`config.mk`:
```
export PLATFORM = sky130hd
export DESIGN_NAME = adaptive_refresh_interval_flat
export DESIGN_NICKNAME = d
export VERILOG_FILES = /design/src/rtl/arf_pkg.sv /design/src/rtl/arf_req_if.sv /design/src/rtl/arf_rsp_if.sv /design/src/rtl/arf_csr.sv /design/src/rtl/arf_ctrl.sv /design/src/rtl/arf_dp.sv /design/src/rtl/adaptive_refresh_interval.sv /design/src/flat_wrapper.sv
export SDC_FILE = /design/constraint.sdc
export NUM_CORES = 2
export LEC_CHECK = 0
export BUFFER_PORTS_ARGS = -buffer_cell sky130_fd_sc_hd__buf_2
export CORE_ASPECT_RATIO = 1.4
export CORE_MARGIN = 1
export CORE_UTILIZATION = 45
export DETAILED_ROUTE_END_ITERATION = 10
export GPL_TIMING_DRIVEN = 0
export MAX_ROUTING_LAYER = met4
export SLEW_MARGIN = 15
export SYNTH_ARGS = -nofsm -noshare
export SYNTH_HDL_FRONTEND = slang
export SYNTH_SLANG_ARGS = --single-unit
```
`constraint.sdc`:
```
create_clock -name clock -period 32.7 [get_ports clock]
set_input_delay 1.635 -clock clock [delete_from_list [all_inputs] [get_ports clock]]
set_output_delay 1.635 -clock clock [all_outputs]
set_load 0.01 [all_outputs]
```
`src/rtl/arf_pkg.sv`:
```
// Package with shared types, constants and codes for the adaptive refresh interval block.
`timescale 1ns / 1ps

package arf_pkg;

   localparam int TimeW     = 64;
   localparam int IntvW     = 18;
   localparam int BaseW     = 17;
   localparam int PctW      = 7;
   localparam int CsrIdxW   = 3;
   localparam int CsrDataW  = 18;
   localparam int ProdW     = TimeW + PctW;
   localparam int NextW     = IntvW + 1;
   localparam int ScaleW    = 22;
   localparam int RecipW    = 20;
   localparam int RecipProdW = ScaleW + RecipW;
   localparam int RecipShift = 23;
   localparam int DivSteps  = PctW;
   localparam int CntW      = 3;

   localparam logic [RecipW-1:0] RECIP_TEN    = RecipW'(838860);
   localparam logic [ScaleW-1:0] TEN          = ScaleW'(10);
   localparam logic [PctW-1:0]   LOAD_FULL    = PctW'(100);
   localparam logic              MODE_RESTART = 1'b1;

   localparam logic              RST_ENABLE = 1'b1;
   localparam logic [BaseW-1:0]  RST_BASE   = BaseW'(3000);
   localparam logic [PctW-1:0]   RST_HIGH   = PctW'(22);
   localparam logic [PctW-1:0]   RST_LOW    = PctW'(18);
   localparam logic [IntvW-1:0]  RST_MIN    = IntvW'(1000);
   localparam logic [IntvW-1:0]  RST_MAX    = IntvW'(100000);
   localparam logic [IntvW-1:0]  RST_INTV   = IntvW'(3000);

   typedef enum logic [CsrIdxW-1:0] {
      CSR_ENABLE = 3'd0,
      CSR_BASE   = 3'd1,
      CSR_HIGH   = 3'd2,
      CSR_LOW    = 3'd3,
      CSR_MIN    = 3'd4,
      CSR_MAX    = 3'd5
   } csr_index_type;

   typedef struct packed {
      logic             enable;
      logic [BaseW-1:0] base_interval;
      logic [PctW-1:0]  high_threshold;
      logic [PctW-1:0]  low_threshold;
      logic [IntvW-1:0] min_interval;
      logic [IntvW-1:0] max_interval;
   } cfg_type;

   typedef struct packed {
      logic capture;
      logic delta;
      logic load_direct;
      logic mul_hi;
      logic mul_lo;
      logic div_step;
      logic decide;
      logic recip;
      logic fix;
      logic clamp_base;
      logic clamp_abs;
      logic commit;
   } cmd_type;

   typedef struct packed {
      logic skip;
      logic direct;
      logic out_free;
   } sts_type;

endpackage

```
`src/rtl/arf_req_if.sv`:
```
// Request channel interface carrying the counter snapshots.
`timescale 1ns / 1ps

interface arf_req_if;
   import arf_pkg::*;

   logic              valid;
   logic              ready;
   logic              mode;
   logic [TimeW-1:0]  total_time;
   logic [TimeW-1:0]  busy_time;

   modport source (output valid, output mode, output total_time, output busy_time,
                   input ready);
   modport sink   (input valid, input mode, input total_time, input busy_time,
                   output ready);
endinterface

```
`src/rtl/arf_rsp_if.sv`:
```
// Result channel interface carrying the interval, change flag and load.
`timescale 1ns / 1ps

interface arf_rsp_if;
   import arf_pkg::*;

   logic              valid;
   logic              ready;
   logic [IntvW-1:0]  interval;
   logic              changed;
   logic [PctW-1:0]   load_percent;

   modport source (output valid, output interval, output changed, output load_percent,
                   input ready);
   modport sink   (input valid, input interval, input changed, input load_percent,
                   output ready);
endinterface

```
`src/rtl/arf_csr.sv`:
```
// Configuration register file written through the plain write port.
`timescale 1ns / 1ps

module arf_csr
   import arf_pkg::*;
(
   input  logic                clock,
   input  logic                reset,
   input  logic                csr_we,
   input  logic [CsrIdxW-1:0]  csr_index,
   input  logic [CsrDataW-1:0] csr_wdata,
   output cfg_type             cfg
);

   cfg_type cfg_ff;
   cfg_type cfg_in;

   always_comb begin
      cfg_in = cfg_ff;
      if (csr_we) begin
         case (csr_index)
            CSR_ENABLE: cfg_in.enable         = csr_wdata[0];
            CSR_BASE:   cfg_in.base_interval  = csr_wdata[BaseW-1:0];
            CSR_HIGH:   cfg_in.high_threshold = csr_wdata[PctW-1:0];
            CSR_LOW:    cfg_in.low_threshold  = csr_wdata[PctW-1:0];
            CSR_MIN:    cfg_in.min_interval   = csr_wdata[IntvW-1:0];
            CSR_MAX:    cfg_in.max_interval   = csr_wdata[IntvW-1:0];
            default:    cfg_in = cfg_ff;
         endcase
      end
   end

   always_ff @(posedge clock) begin
      if (reset) begin
         cfg_ff.enable         <= RST_ENABLE;
         cfg_ff.base_interval  <= RST_BASE;
         cfg_ff.high_threshold <= RST_HIGH;
         cfg_ff.low_threshold  <= RST_LOW;
         cfg_ff.min_interval   <= RST_MIN;
         cfg_ff.max_interval   <= RST_MAX;
      end else begin
         cfg_ff <= cfg_in;
      end
   end

   assign cfg = cfg_ff;

endmodule

```
`src/rtl/arf_ctrl.sv`:
```
// Controller state machine that sequences the datapath for one request.
`timescale 1ns / 1ps

module arf_ctrl
   import arf_pkg::*;
(
   input  logic    clock,
   input  logic    reset,
   input  logic    req_valid,
   output logic    req_ready,
   input  sts_type sts,
   output cmd_type cmd
);

   typedef enum logic [11:0] {
      S_IDLE    = 12'b0000_0000_0001,
      S_DELTA   = 12'b0000_0000_0010,
      S_LOAD    = 12'b0000_0000_0100,
      S_MULHI   = 12'b0000_0000_1000,
      S_MULLO   = 12'b0000_0001_0000,
      S_DIV     = 12'b0000_0010_0000,
      S_DECIDE  = 12'b0000_0100_0000,
      S_RECIP   = 12'b0000_1000_0000,
      S_FIX     = 12'b0001_0000_0000,
      S_CLBASE  = 12'b0010_0000_0000,
      S_CLABS   = 12'b0100_0000_0000,
      S_DONE    = 12'b1000_0000_0000
   } state_type;

   state_type         state_ff, state_in;
   logic [CntW-1:0]   cnt_ff, cnt_in;

   always_comb begin
      state_in = state_ff;
      cnt_in   = cnt_ff;
      cmd      = '0;
      req_ready = 1'b0;
      case (state_ff)
         S_IDLE: begin
            req_ready = 1'b1;
            if (req_valid) begin
               cmd.capture = 1'b1;
               state_in    = S_DELTA;
            end
         end
         S_DELTA: begin
            cmd.delta = 1'b1;
            state_in  = sts.skip ? S_DONE : S_LOAD;
         end
         S_LOAD: begin
            if (sts.direct) begin
               cmd.load_direct = 1'b1;
               state_in        = S_DECIDE;
            end else begin
               state_in = S_MULHI;
            end
         end
         S_MULHI: begin
            cmd.mul_hi = 1'b1;
            state_in   = S_MULLO;
         end
         S_MULLO: begin
            cmd.mul_lo = 1'b1;
            cnt_in     = CntW'(DivSteps - 1);
            state_in   = S_DIV;
         end
         S_DIV: begin
            cmd.div_step = 1'b1;
            cnt_in       = cnt_ff - 1'b1;
            if (cnt_ff == '0) begin
               state_in = S_DECIDE;
            end
         end
         S_DECIDE: begin
            cmd.decide = 1'b1;
            state_in   = S_RECIP;
         end
         S_RECIP: begin
            cmd.recip = 1'b1;
            state_in  = S_FIX;
         end
         S_FIX: begin
            cmd.fix  = 1'b1;
            state_in = S_CLBASE;
         end
         S_CLBASE: begin
            cmd.clamp_base = 1'b1;
            state_in       = S_CLABS;
         end
         S_CLABS: begin
            cmd.clamp_abs = 1'b1;
            state_in      = S_DONE;
         end
         S_DONE: begin
            if (sts.out_free) begin
               cmd.commit = 1'b1;
               state_in   = S_IDLE;
            end
         end
         default: begin
            state_in = S_IDLE;
         end
      endcase
   end

   always_ff @(posedge clock) begin
      if (reset) begin
         state_ff <= S_IDLE;
         cnt_ff   <= '0;
      end else begin
         state_ff <= state_in;
         cnt_ff   <= cnt_in;
      end
   end

endmodule

```
`src/rtl/arf_dp.sv`:
```
// Datapath with the load divider, interval scaling, clamps, state and result register.
`timescale 1ns / 1ps

module arf_dp
   import arf_pkg::*;
(
   input  logic              clock,
   input  logic              reset,
   input  cfg_type           cfg,
   input  cmd_type           cmd,
   output sts_type           sts,
   input  logic              req_mode,
   input  logic [TimeW-1:0]  req_total_time,
   input  logic [TimeW-1:0]  req_busy_time,
   output logic              rsp_valid,
   input  logic              rsp_ready,
   output logic [IntvW-1:0]  rsp_interval,
   output logic              rsp_changed,
   output logic [PctW-1:0]   rsp_load_percent
);

   logic                   mode_ff;
   logic [TimeW-1:0]       total_ff, busy_ff;
   logic [TimeW-1:0]       td_ff, bd_ff;
   logic [ProdW-1:0]       prod_ff, div_ff;
   logic [PctW-1:0]        load_ff;
   logic                   grow_ff, shrink_ff;
   logic [ScaleW-1:0]      scale_ff;
   logic [RecipProdW-1:0]  rp_ff;
   logic [NextW-1:0]       nxt_ff;

   logic [IntvW-1:0]       cur_ff;
   logic [PctW-1:0]        prev_ff;
   logic [TimeW-1:0]       last_total_ff, last_busy_ff;

   logic                   rsp_valid_ff;
   logic [IntvW-1:0]       rsp_interval_ff;
   logic                   rsp_changed_ff;
   logic [PctW-1:0]        rsp_load_ff;

   logic                   div_ge;
   logic [PctW-1:0]        low_sat;
   logic                   grow_in, shrink_in;
   logic [NextW-1:0]       q_est, q_fix;
   logic [ScaleW-1:0]      q_times_ten, rem;
   logic [NextW-1:0]       base_ext, base_dbl;
   logic [NextW-1:0]       min_ext, max_ext;
   logic [IntvW-1:0]       fin;

   assign div_ge  = (prod_ff >= div_ff);
   assign low_sat = (cfg.low_threshold > LOAD_FULL) ? LOAD_FULL : cfg.low_threshold;

   assign grow_in   = (load_ff > cfg.high_threshold) && (prev_ff > cfg.high_threshold);
   assign shrink_in = !grow_in && (cur_ff != IntvW'(cfg.base_interval)) &&
                      (load_ff < cfg.low_threshold) && (prev_ff < cfg.low_threshold);

   assign q_est       = rp_ff[RecipShift +: NextW];
   assign q_times_ten = ScaleW'({q_est, 3'b000}) + ScaleW'({q_est, 1'b0});
   assign rem         = scale_ff - q_times_ten;
   assign q_fix       = (rem >= TEN) ? q_est + 1'b1 : q_est;

   assign base_ext = NextW'(cfg.base_interval);
   assign base_dbl = NextW'({cfg.base_interval, 1'b0});
   assign min_ext  = NextW'(cfg.min_interval);
   assign max_ext  = NextW'(cfg.max_interval);
   assign fin      = nxt_ff[IntvW-1:0];

   assign sts.skip     = (mode_ff == MODE_RESTART) || !cfg.enable;
   assign sts.direct   = (td_ff == '0) || (bd_ff >= td_ff);
   assign sts.out_free = !rsp_valid_ff || rsp_ready;

   always_ff @(posedge clock) begin
      if (cmd.capture) begin
         mode_ff  <= req_mode;
         total_ff <= req_total_time;
         busy_ff  <= req_busy_time;
      end
      if (cmd.delta) begin
         td_ff <= total_ff - last_total_ff;
         bd_ff <= busy_ff - last_busy_ff;
      end
      if (cmd.load_direct) begin
         load_ff <= (td_ff == '0) ? low_sat : LOAD_FULL;
      end
      if (cmd.mul_hi) begin
         prod_ff <= ProdW'({bd_ff, 6'b0}) + ProdW'({bd_ff, 5'b0});
      end
      if (cmd.mul_lo) begin
         prod_ff <= prod_ff + ProdW'({bd_ff, 2'b0});
         div_ff  <= ProdW'({td_ff, 6'b0});
         load_ff <= '0;
      end
      if (cmd.div_step) begin
         if (div_ge) begin
            prod_ff <= prod_ff - div_ff;
         end
         load_ff <= {load_ff[PctW-2:0], div_ge};
         div_ff  <= div_ff >> 1;
      end
      if (cmd.decide) begin
         grow_ff   <= grow_in;
         shrink_ff <= shrink_in;
         if (grow_in) begin
            scale_ff <= ScaleW'({cur_ff, 3'b000}) + ScaleW'({cur_ff, 1'b0}) + ScaleW'(cur_ff);
         end else begin
            scale_ff <= ScaleW'({cur_ff, 3'b000}) + ScaleW'(cur_ff);
         end
      end
      if (cmd.recip) begin
         rp_ff <= scale_ff * RECIP_TEN;
      end
      if (cmd.fix) begin
         nxt_ff <= (grow_ff || shrink_ff) ? q_fix : NextW'(cur_ff);
      end
      if (cmd.clamp_base) begin
         if (nxt_ff > base_dbl) begin
            nxt_ff <= base_dbl;
         end else if (nxt_ff < base_ext) begin
            nxt_ff <= base_ext;
         end
      end
      if (cmd.clamp_abs) begin
         if (nxt_ff > max_ext) begin
            nxt_ff <= max_ext;
         end else if (nxt_ff < min_ext) begin
            nxt_ff <= min_ext;
         end
      end
      if (cmd.commit) begin
         if (mode_ff == MODE_RESTART) begin
            rsp_interval_ff <= IntvW'(cfg.base_interval);
            rsp_changed_ff  <= 1'b0;
            rsp_load_ff     <= '0;
         end else if (!cfg.enable) begin
            rsp_interval_ff <= cur_ff;
            rsp_changed_ff  <= 1'b0;
            rsp_load_ff     <= '0;
         end else begin
            rsp_interval_ff <= fin;
            rsp_changed_ff  <= (fin != cur_ff);
            rsp_load_ff     <= load_ff;
         end
      end
   end

   always_ff @(posedge clock) begin
      if (reset) begin
         cur_ff        <= RST_INTV;
         prev_ff       <= RST_LOW;
         last_total_ff <= '0;
         last_busy_ff  <= '0;
         rsp_valid_ff  <= 1'b0;
      end else begin
         if (cmd.commit) begin
            rsp_valid_ff <= 1'b1;
            if (mode_ff == MODE_RESTART) begin
               cur_ff        <= IntvW'(cfg.base_interval);
               prev_ff       <= cfg.low_threshold;
               last_total_ff <= total_ff;
               last_busy_ff  <= busy_ff;
            end else if (cfg.enable) begin
               cur_ff        <= fin;
               prev_ff       <= load_ff;
               last_total_ff <= total_ff;
               last_busy_ff  <= busy_ff;
            end
         end else if (rsp_ready) begin
            rsp_valid_ff <= 1'b0;
         end
      end
   end

   assign rsp_valid        = rsp_valid_ff;
   assign rsp_interval     = rsp_interval_ff;
   assign rsp_changed      = rsp_changed_ff;
   assign rsp_load_percent = rsp_load_ff;

endmodule

```
`src/rtl/adaptive_refresh_interval.sv`:
```
// Top level of the adaptive refresh interval block.
`timescale 1ns / 1ps

// Each request on req_if carries a mode bit and two free-running 64-bit counter
// snapshots. A restart request takes the snapshots as the new baseline and sets the
// interval back to the base interval. An enabled sample measures the load percent
// since the last baseline and grows or shrinks the interval within its limits.
// Every request yields exactly one response on rsp_if with the interval, a change
// flag and the measured load.
// A sample that needs the load division passes through the multiply, divide, decide,
// reciprocal, fix and clamp steps to the response register; a direct-load sample
// skips the multiply and divide, and a restart or a disabled sample skips them all.
// The seven-step restoring divider for the load percent sets the longest path through
// the sequence. One request is in flight at a time, so a new request is accepted only
// after the response register loads.
// The result sits in an output register, so the next request is accepted while the
// previous response still waits; a stalled receiver holds the response and the
// following request waits at the last step until the output register frees up.
// Reset restores the configuration registers, interval and baseline to reset values.
// Configuration is written through csr_we, csr_index and csr_wdata; the user must
// do so only while no request is in flight, which the block does not enforce.

module adaptive_refresh_interval
   import arf_pkg::*;
(
   input  logic                clock,
   input  logic                reset,
   arf_req_if.sink             req_if,
   arf_rsp_if.source           rsp_if,
   input  logic                csr_we,
   input  logic [CsrIdxW-1:0]  csr_index,
   input  logic [CsrDataW-1:0] csr_wdata
);

   cfg_type cfg;
   cmd_type cmd;
   sts_type sts;

   arf_csr u_csr (
      .clock     (clock),
      .reset     (reset),
      .csr_we    (csr_we),
      .csr_index (csr_index),
      .csr_wdata (csr_wdata),
      .cfg       (cfg)
   );

   arf_ctrl u_ctrl (
      .clock     (clock),
      .reset     (reset),
      .req_valid (req_if.valid),
      .req_ready (req_if.ready),
      .sts       (sts),
      .cmd       (cmd)
   );

   arf_dp u_dp (
      .clock            (clock),
      .reset            (reset),
      .cfg              (cfg),
      .cmd              (cmd),
      .sts              (sts),
      .req_mode         (req_if.mode),
      .req_total_time   (req_if.total_time),
      .req_busy_time    (req_if.busy_time),
      .rsp_valid        (rsp_if.valid),
      .rsp_ready        (rsp_if.ready),
      .rsp_interval     (rsp_if.interval),
      .rsp_changed      (rsp_if.changed),
      .rsp_load_percent (rsp_if.load_percent)
   );

endmodule

```
`src/flat_wrapper.sv`:
```
// flat-port wrapper written by rule: the top's interface ports become plain ports
module adaptive_refresh_interval_flat import arf_pkg::*;
  (clock, reset, csr_we, csr_index, csr_wdata, req_if_valid, req_if_mode, req_if_total_time, req_if_busy_time, req_if_ready, rsp_if_valid, rsp_if_interval, rsp_if_changed, rsp_if_load_percent, rsp_if_ready);
  arf_req_if req_if_i ();
  arf_rsp_if rsp_if_i ();
  input  logic clock;
  input  logic reset;
  input  logic csr_we;
  input  logic [CsrIdxW-1:0] csr_index;
  input  logic [CsrDataW-1:0] csr_wdata;
  input wire logic [$bits(req_if_i.valid)-1:0] req_if_valid;
  input wire logic [$bits(req_if_i.mode)-1:0] req_if_mode;
  input wire logic [$bits(req_if_i.total_time)-1:0] req_if_total_time;
  input wire logic [$bits(req_if_i.busy_time)-1:0] req_if_busy_time;
  output wire logic [$bits(req_if_i.ready)-1:0] req_if_ready;
  output wire logic [$bits(rsp_if_i.valid)-1:0] rsp_if_valid;
  output wire logic [$bits(rsp_if_i.interval)-1:0] rsp_if_interval;
  output wire logic [$bits(rsp_if_i.changed)-1:0] rsp_if_changed;
  output wire logic [$bits(rsp_if_i.load_percent)-1:0] rsp_if_load_percent;
  input wire logic [$bits(rsp_if_i.ready)-1:0] rsp_if_ready;
  assign req_if_i.valid = req_if_valid;
  assign req_if_i.mode = req_if_mode;
  assign req_if_i.total_time = req_if_total_time;
  assign req_if_i.busy_time = req_if_busy_time;
  assign req_if_ready = req_if_i.ready;
  assign rsp_if_valid = rsp_if_i.valid;
  assign rsp_if_interval = rsp_if_i.interval;
  assign rsp_if_changed = rsp_if_i.changed;
  assign rsp_if_load_percent = rsp_if_i.load_percent;
  assign rsp_if_i.ready = rsp_if_ready;
  adaptive_refresh_interval u_core (.clock(clock), .reset(reset), .req_if(req_if_i), .rsp_if(rsp_if_i), .csr_we(csr_we), .csr_index(csr_index), .csr_wdata(csr_wdata));
endmodule
```
==> results.md <==
* Fin worst setup slack at 25840 ps
* Die H at 434 µm
* Initial drt markers at 3604
* Crit path max fanout at 5
* Total design power at 0.00220 W
* Fin Hold WS at 450 ps
* P per Cell Area at 33.3 nW/µm²
* Slew of the pin with the lowest slew margin at 1230 ps
* Mapped Cells at 6847
* RSZ-0062 raised after global routing: no
* Grt met1 use at 0.350
* Vias in the first global route at 51228
* Hold Vio Cnt, Final at 0
* Pre-CTS setup slack at 25820 ps
* Grt ovf at 0
* H-tree depth reported by CTS at 3
* Yosys reg bits at 730
* Max_slew headroom at 0.182
* Crit Path Category: flop to flop
* Commonest cells after routing, fill and taps aside: nand2_1 (782), ha_1 (706), inv_1 (705), a21oi_1 (676), edfxtp_1 (403)
* Post-route ant nets at 0
* Global-route wire length before repair at 310000 µm
* Pin count of the biggest net entering global routing at 55
* Chip width at 310 µm
* DR pass1 iterations at 8
* Clock Path Buffers at 3
* GR peak layer: met2
* Total GRT Usage at 0.318
* CP required at 33160 ps
* VDD IR max at 0.0450 mV
* Hold Crit Class: flop to flop
* Max Fclk at 146 MHz
* Status: completed
* Max Cap Viol at 0
* CP most frequent cell: fa_1
* Clock skew at 52.8 ps
* CTS tree: done
* Fin. max-slew vios at 0
* Cts hold-fix bufs at 0
* Port Buf Inserts at 180
* Clock Latency Late Sink at 720 ps
* Synth Net Count at 7889
* Most common cell after layout, fill and taps aside: nand2_1
* Starting density of the core at 0.453
* Antenna violations before repair at 11
* RePlAce Congestion at 1.02
* CP peak stage delay at 610 ps
* Final WL at 210000 µm
* Num ports at 183
* Critical Path Start Type: flop
* Min Tclk post-route at 6860 ps
* Met3 Resource Use GR at 0.0294
* Clk Tree Root Cell: clkbuf_16
* Critical path's top delay family: adder cells
* Period utilization at 0.210
* Post-route setup TNS at 0 ps
* Met2 usage at 0.547
* CP bufs+invs at 2
* Async S/R FF share, synth at 0
* Warnings from Yosys at 0
* Worst path cell trace: ha_1 > inv_1 > fa_1 > fa_1 > inv_1 > fa_1 > fa_1 > fa_1 > ha_1 > a21oi_1 > o21ai_0 > a211o_1 > a21oi_1 > a21oi_1 > or2_2 > a31o_2 > o211ai_1 > nand3b_1 > a21oi_1 > xnor2_1
* Drt wl/cell at 23.4 µm
* Via Count at 51787
* Drt via density at 5.77
* Residual DRC count at 0
* Worst setup EP type: flop
* Share of layout cells above drive strength 1 at 0.0594
* Final setup fails at 0
* Slowest cell on crit path: fa_1
* Yosys cell types at 82
* Synth Flop Type: edfxtp_1
* Arrival time worst endpoint at 7320 ps
* Fin nets at 8180
* Rows at 158
* Number of synthesized flops with an enable pin at 403
* Area grow syn2layout at 10.5%
* Synth Cell Area at 59900 µm²
* Synth Area per Inst at 8.75 µm²
* HPWL Detailed at 174000 µm
* DIE AREA at 135000 µm²
* Resize count post-CTS at 0
* Core box area at 132000 µm²
* Clock Pin Slew Worst Setup and Hold Paths at 70 ps
* Leakage at 28.2 nW
* Clk sinks at 730
* Setup bufs post-CTS at 0
* Sequential-to-total area share from yosys stat at 0.311
* Num CTS Buffers at 82
## registers in the layout, indices dropped and copies added, names as in the netlist, 64 cells and up
register and cells:
u_core.u_dp.prod_ff 71, u_core.u_dp.div_ff 70, u_core.u_csr.cfg 68, u_core.u_dp.bd_ff 64, u_core.u_dp.busy_ff 64, u_core.u_dp.last_busy_ff 64, u_core.u_dp.last_total_ff 64, u_core.u_dp.td_ff 64
u_core.u_dp.total_ff 64
## synthesized netlist by cell type, types with 154 or more instances
cell,instances,area (µm²)
nand2_1,782,2940
ha_1,706,8830
inv_1,706,2650
a21oi_1,676,3380
edfxtp_1,403,12100
o21ai_0,389,1950
nor2_1,369,1390
dfxtp_1,327,6550
xnor2_1,248,2170
a21o_1,245,1840
clkbuf_1,236,886
fa_1,181,3620
xor2_1,154,1350
## tightest hold or removal path: stages (launching register included)
cell and delay [ps]:
dfxtp_1 310, nand2_1 50, a21oi_1 50
## report_power, final
part           switching (W)  internal (W)  leakage [nW]
sequential         0.0000193      0.000992          6.37
clock               0.000426      0.000549          1.37
combinational       0.000134     0.0000825          20.4
## cell type report
class | instances | area (µm²)
Antenna cell | 7 | 17.5
Buffer | 245 | 928
Clock buffer | 112 | 2330
Clock inverter | 42 | 487
Fill cell | 12736 | 66000
Inverter | 706 | 2650
Multi-Input combinational cell | 5166 | 37800
Sequential cell | 730 | 18600
Tap cell | 1760 | 2200
Timing Repair Buffer | 207 | 1190
## worst paths after layout
check,startpoint,to,slack (ps),depth (start not counted)
worst max-delay path,u_core.u_dp.scale_ff[6],u_core.u_dp.rp_ff[41],25840,20
worst min-delay path,u_core.u_dp.last_busy_ff[59],u_core.u_dp.last_busy_ff[59],450,2
worst max register to register,u_core.u_dp.scale_ff[6],u_core.u_dp.rp_ff[41],25840,20
worst min register to register,u_core.u_dp.last_busy_ff[59],u_core.u_dp.last_busy_ff[59],450,2
## metal layers
| metal | wire (µm) | part of all wire |
|---|---|---|
| met1 | 81400 | 0.39 |
| met3 | 8570 | 0.041 |
| met4 | 15600 | 0.075 |
| met5 | 0 | 0 |
| met2 | 104000 | 0.50 |
## kinds of logic (layout without fill, tap and decap cells)
family	count (synthesis)	after routing	share of synthesized area
xor+xnor	402	402	0.0587
other cells	0	7	0
fa+ha+maj	887	887	0.208
simple gates	1880	1880	0.148
compound gates	1909	1909	0.200
flops	730	730	0.311
mux	88	88	0.0149
buf+inv	951	1312	0.0596
## stage by stage
| step | instance area, µm² | std cells | util |
|---|---|---|---|
| finish | 66200 | 8975 | 0.501 |
| global route | 66200 | 8974 | 0.501 |
| CTS | 66200 | 8968 | 0.501 |
| detailed placement | 63400 | 8814 | 0.479 |
| global placement | 63000 | 8787 | 0.477 |
| floorplan | 59900 | 6847 | - |
(Power assumes the default switching activity.)
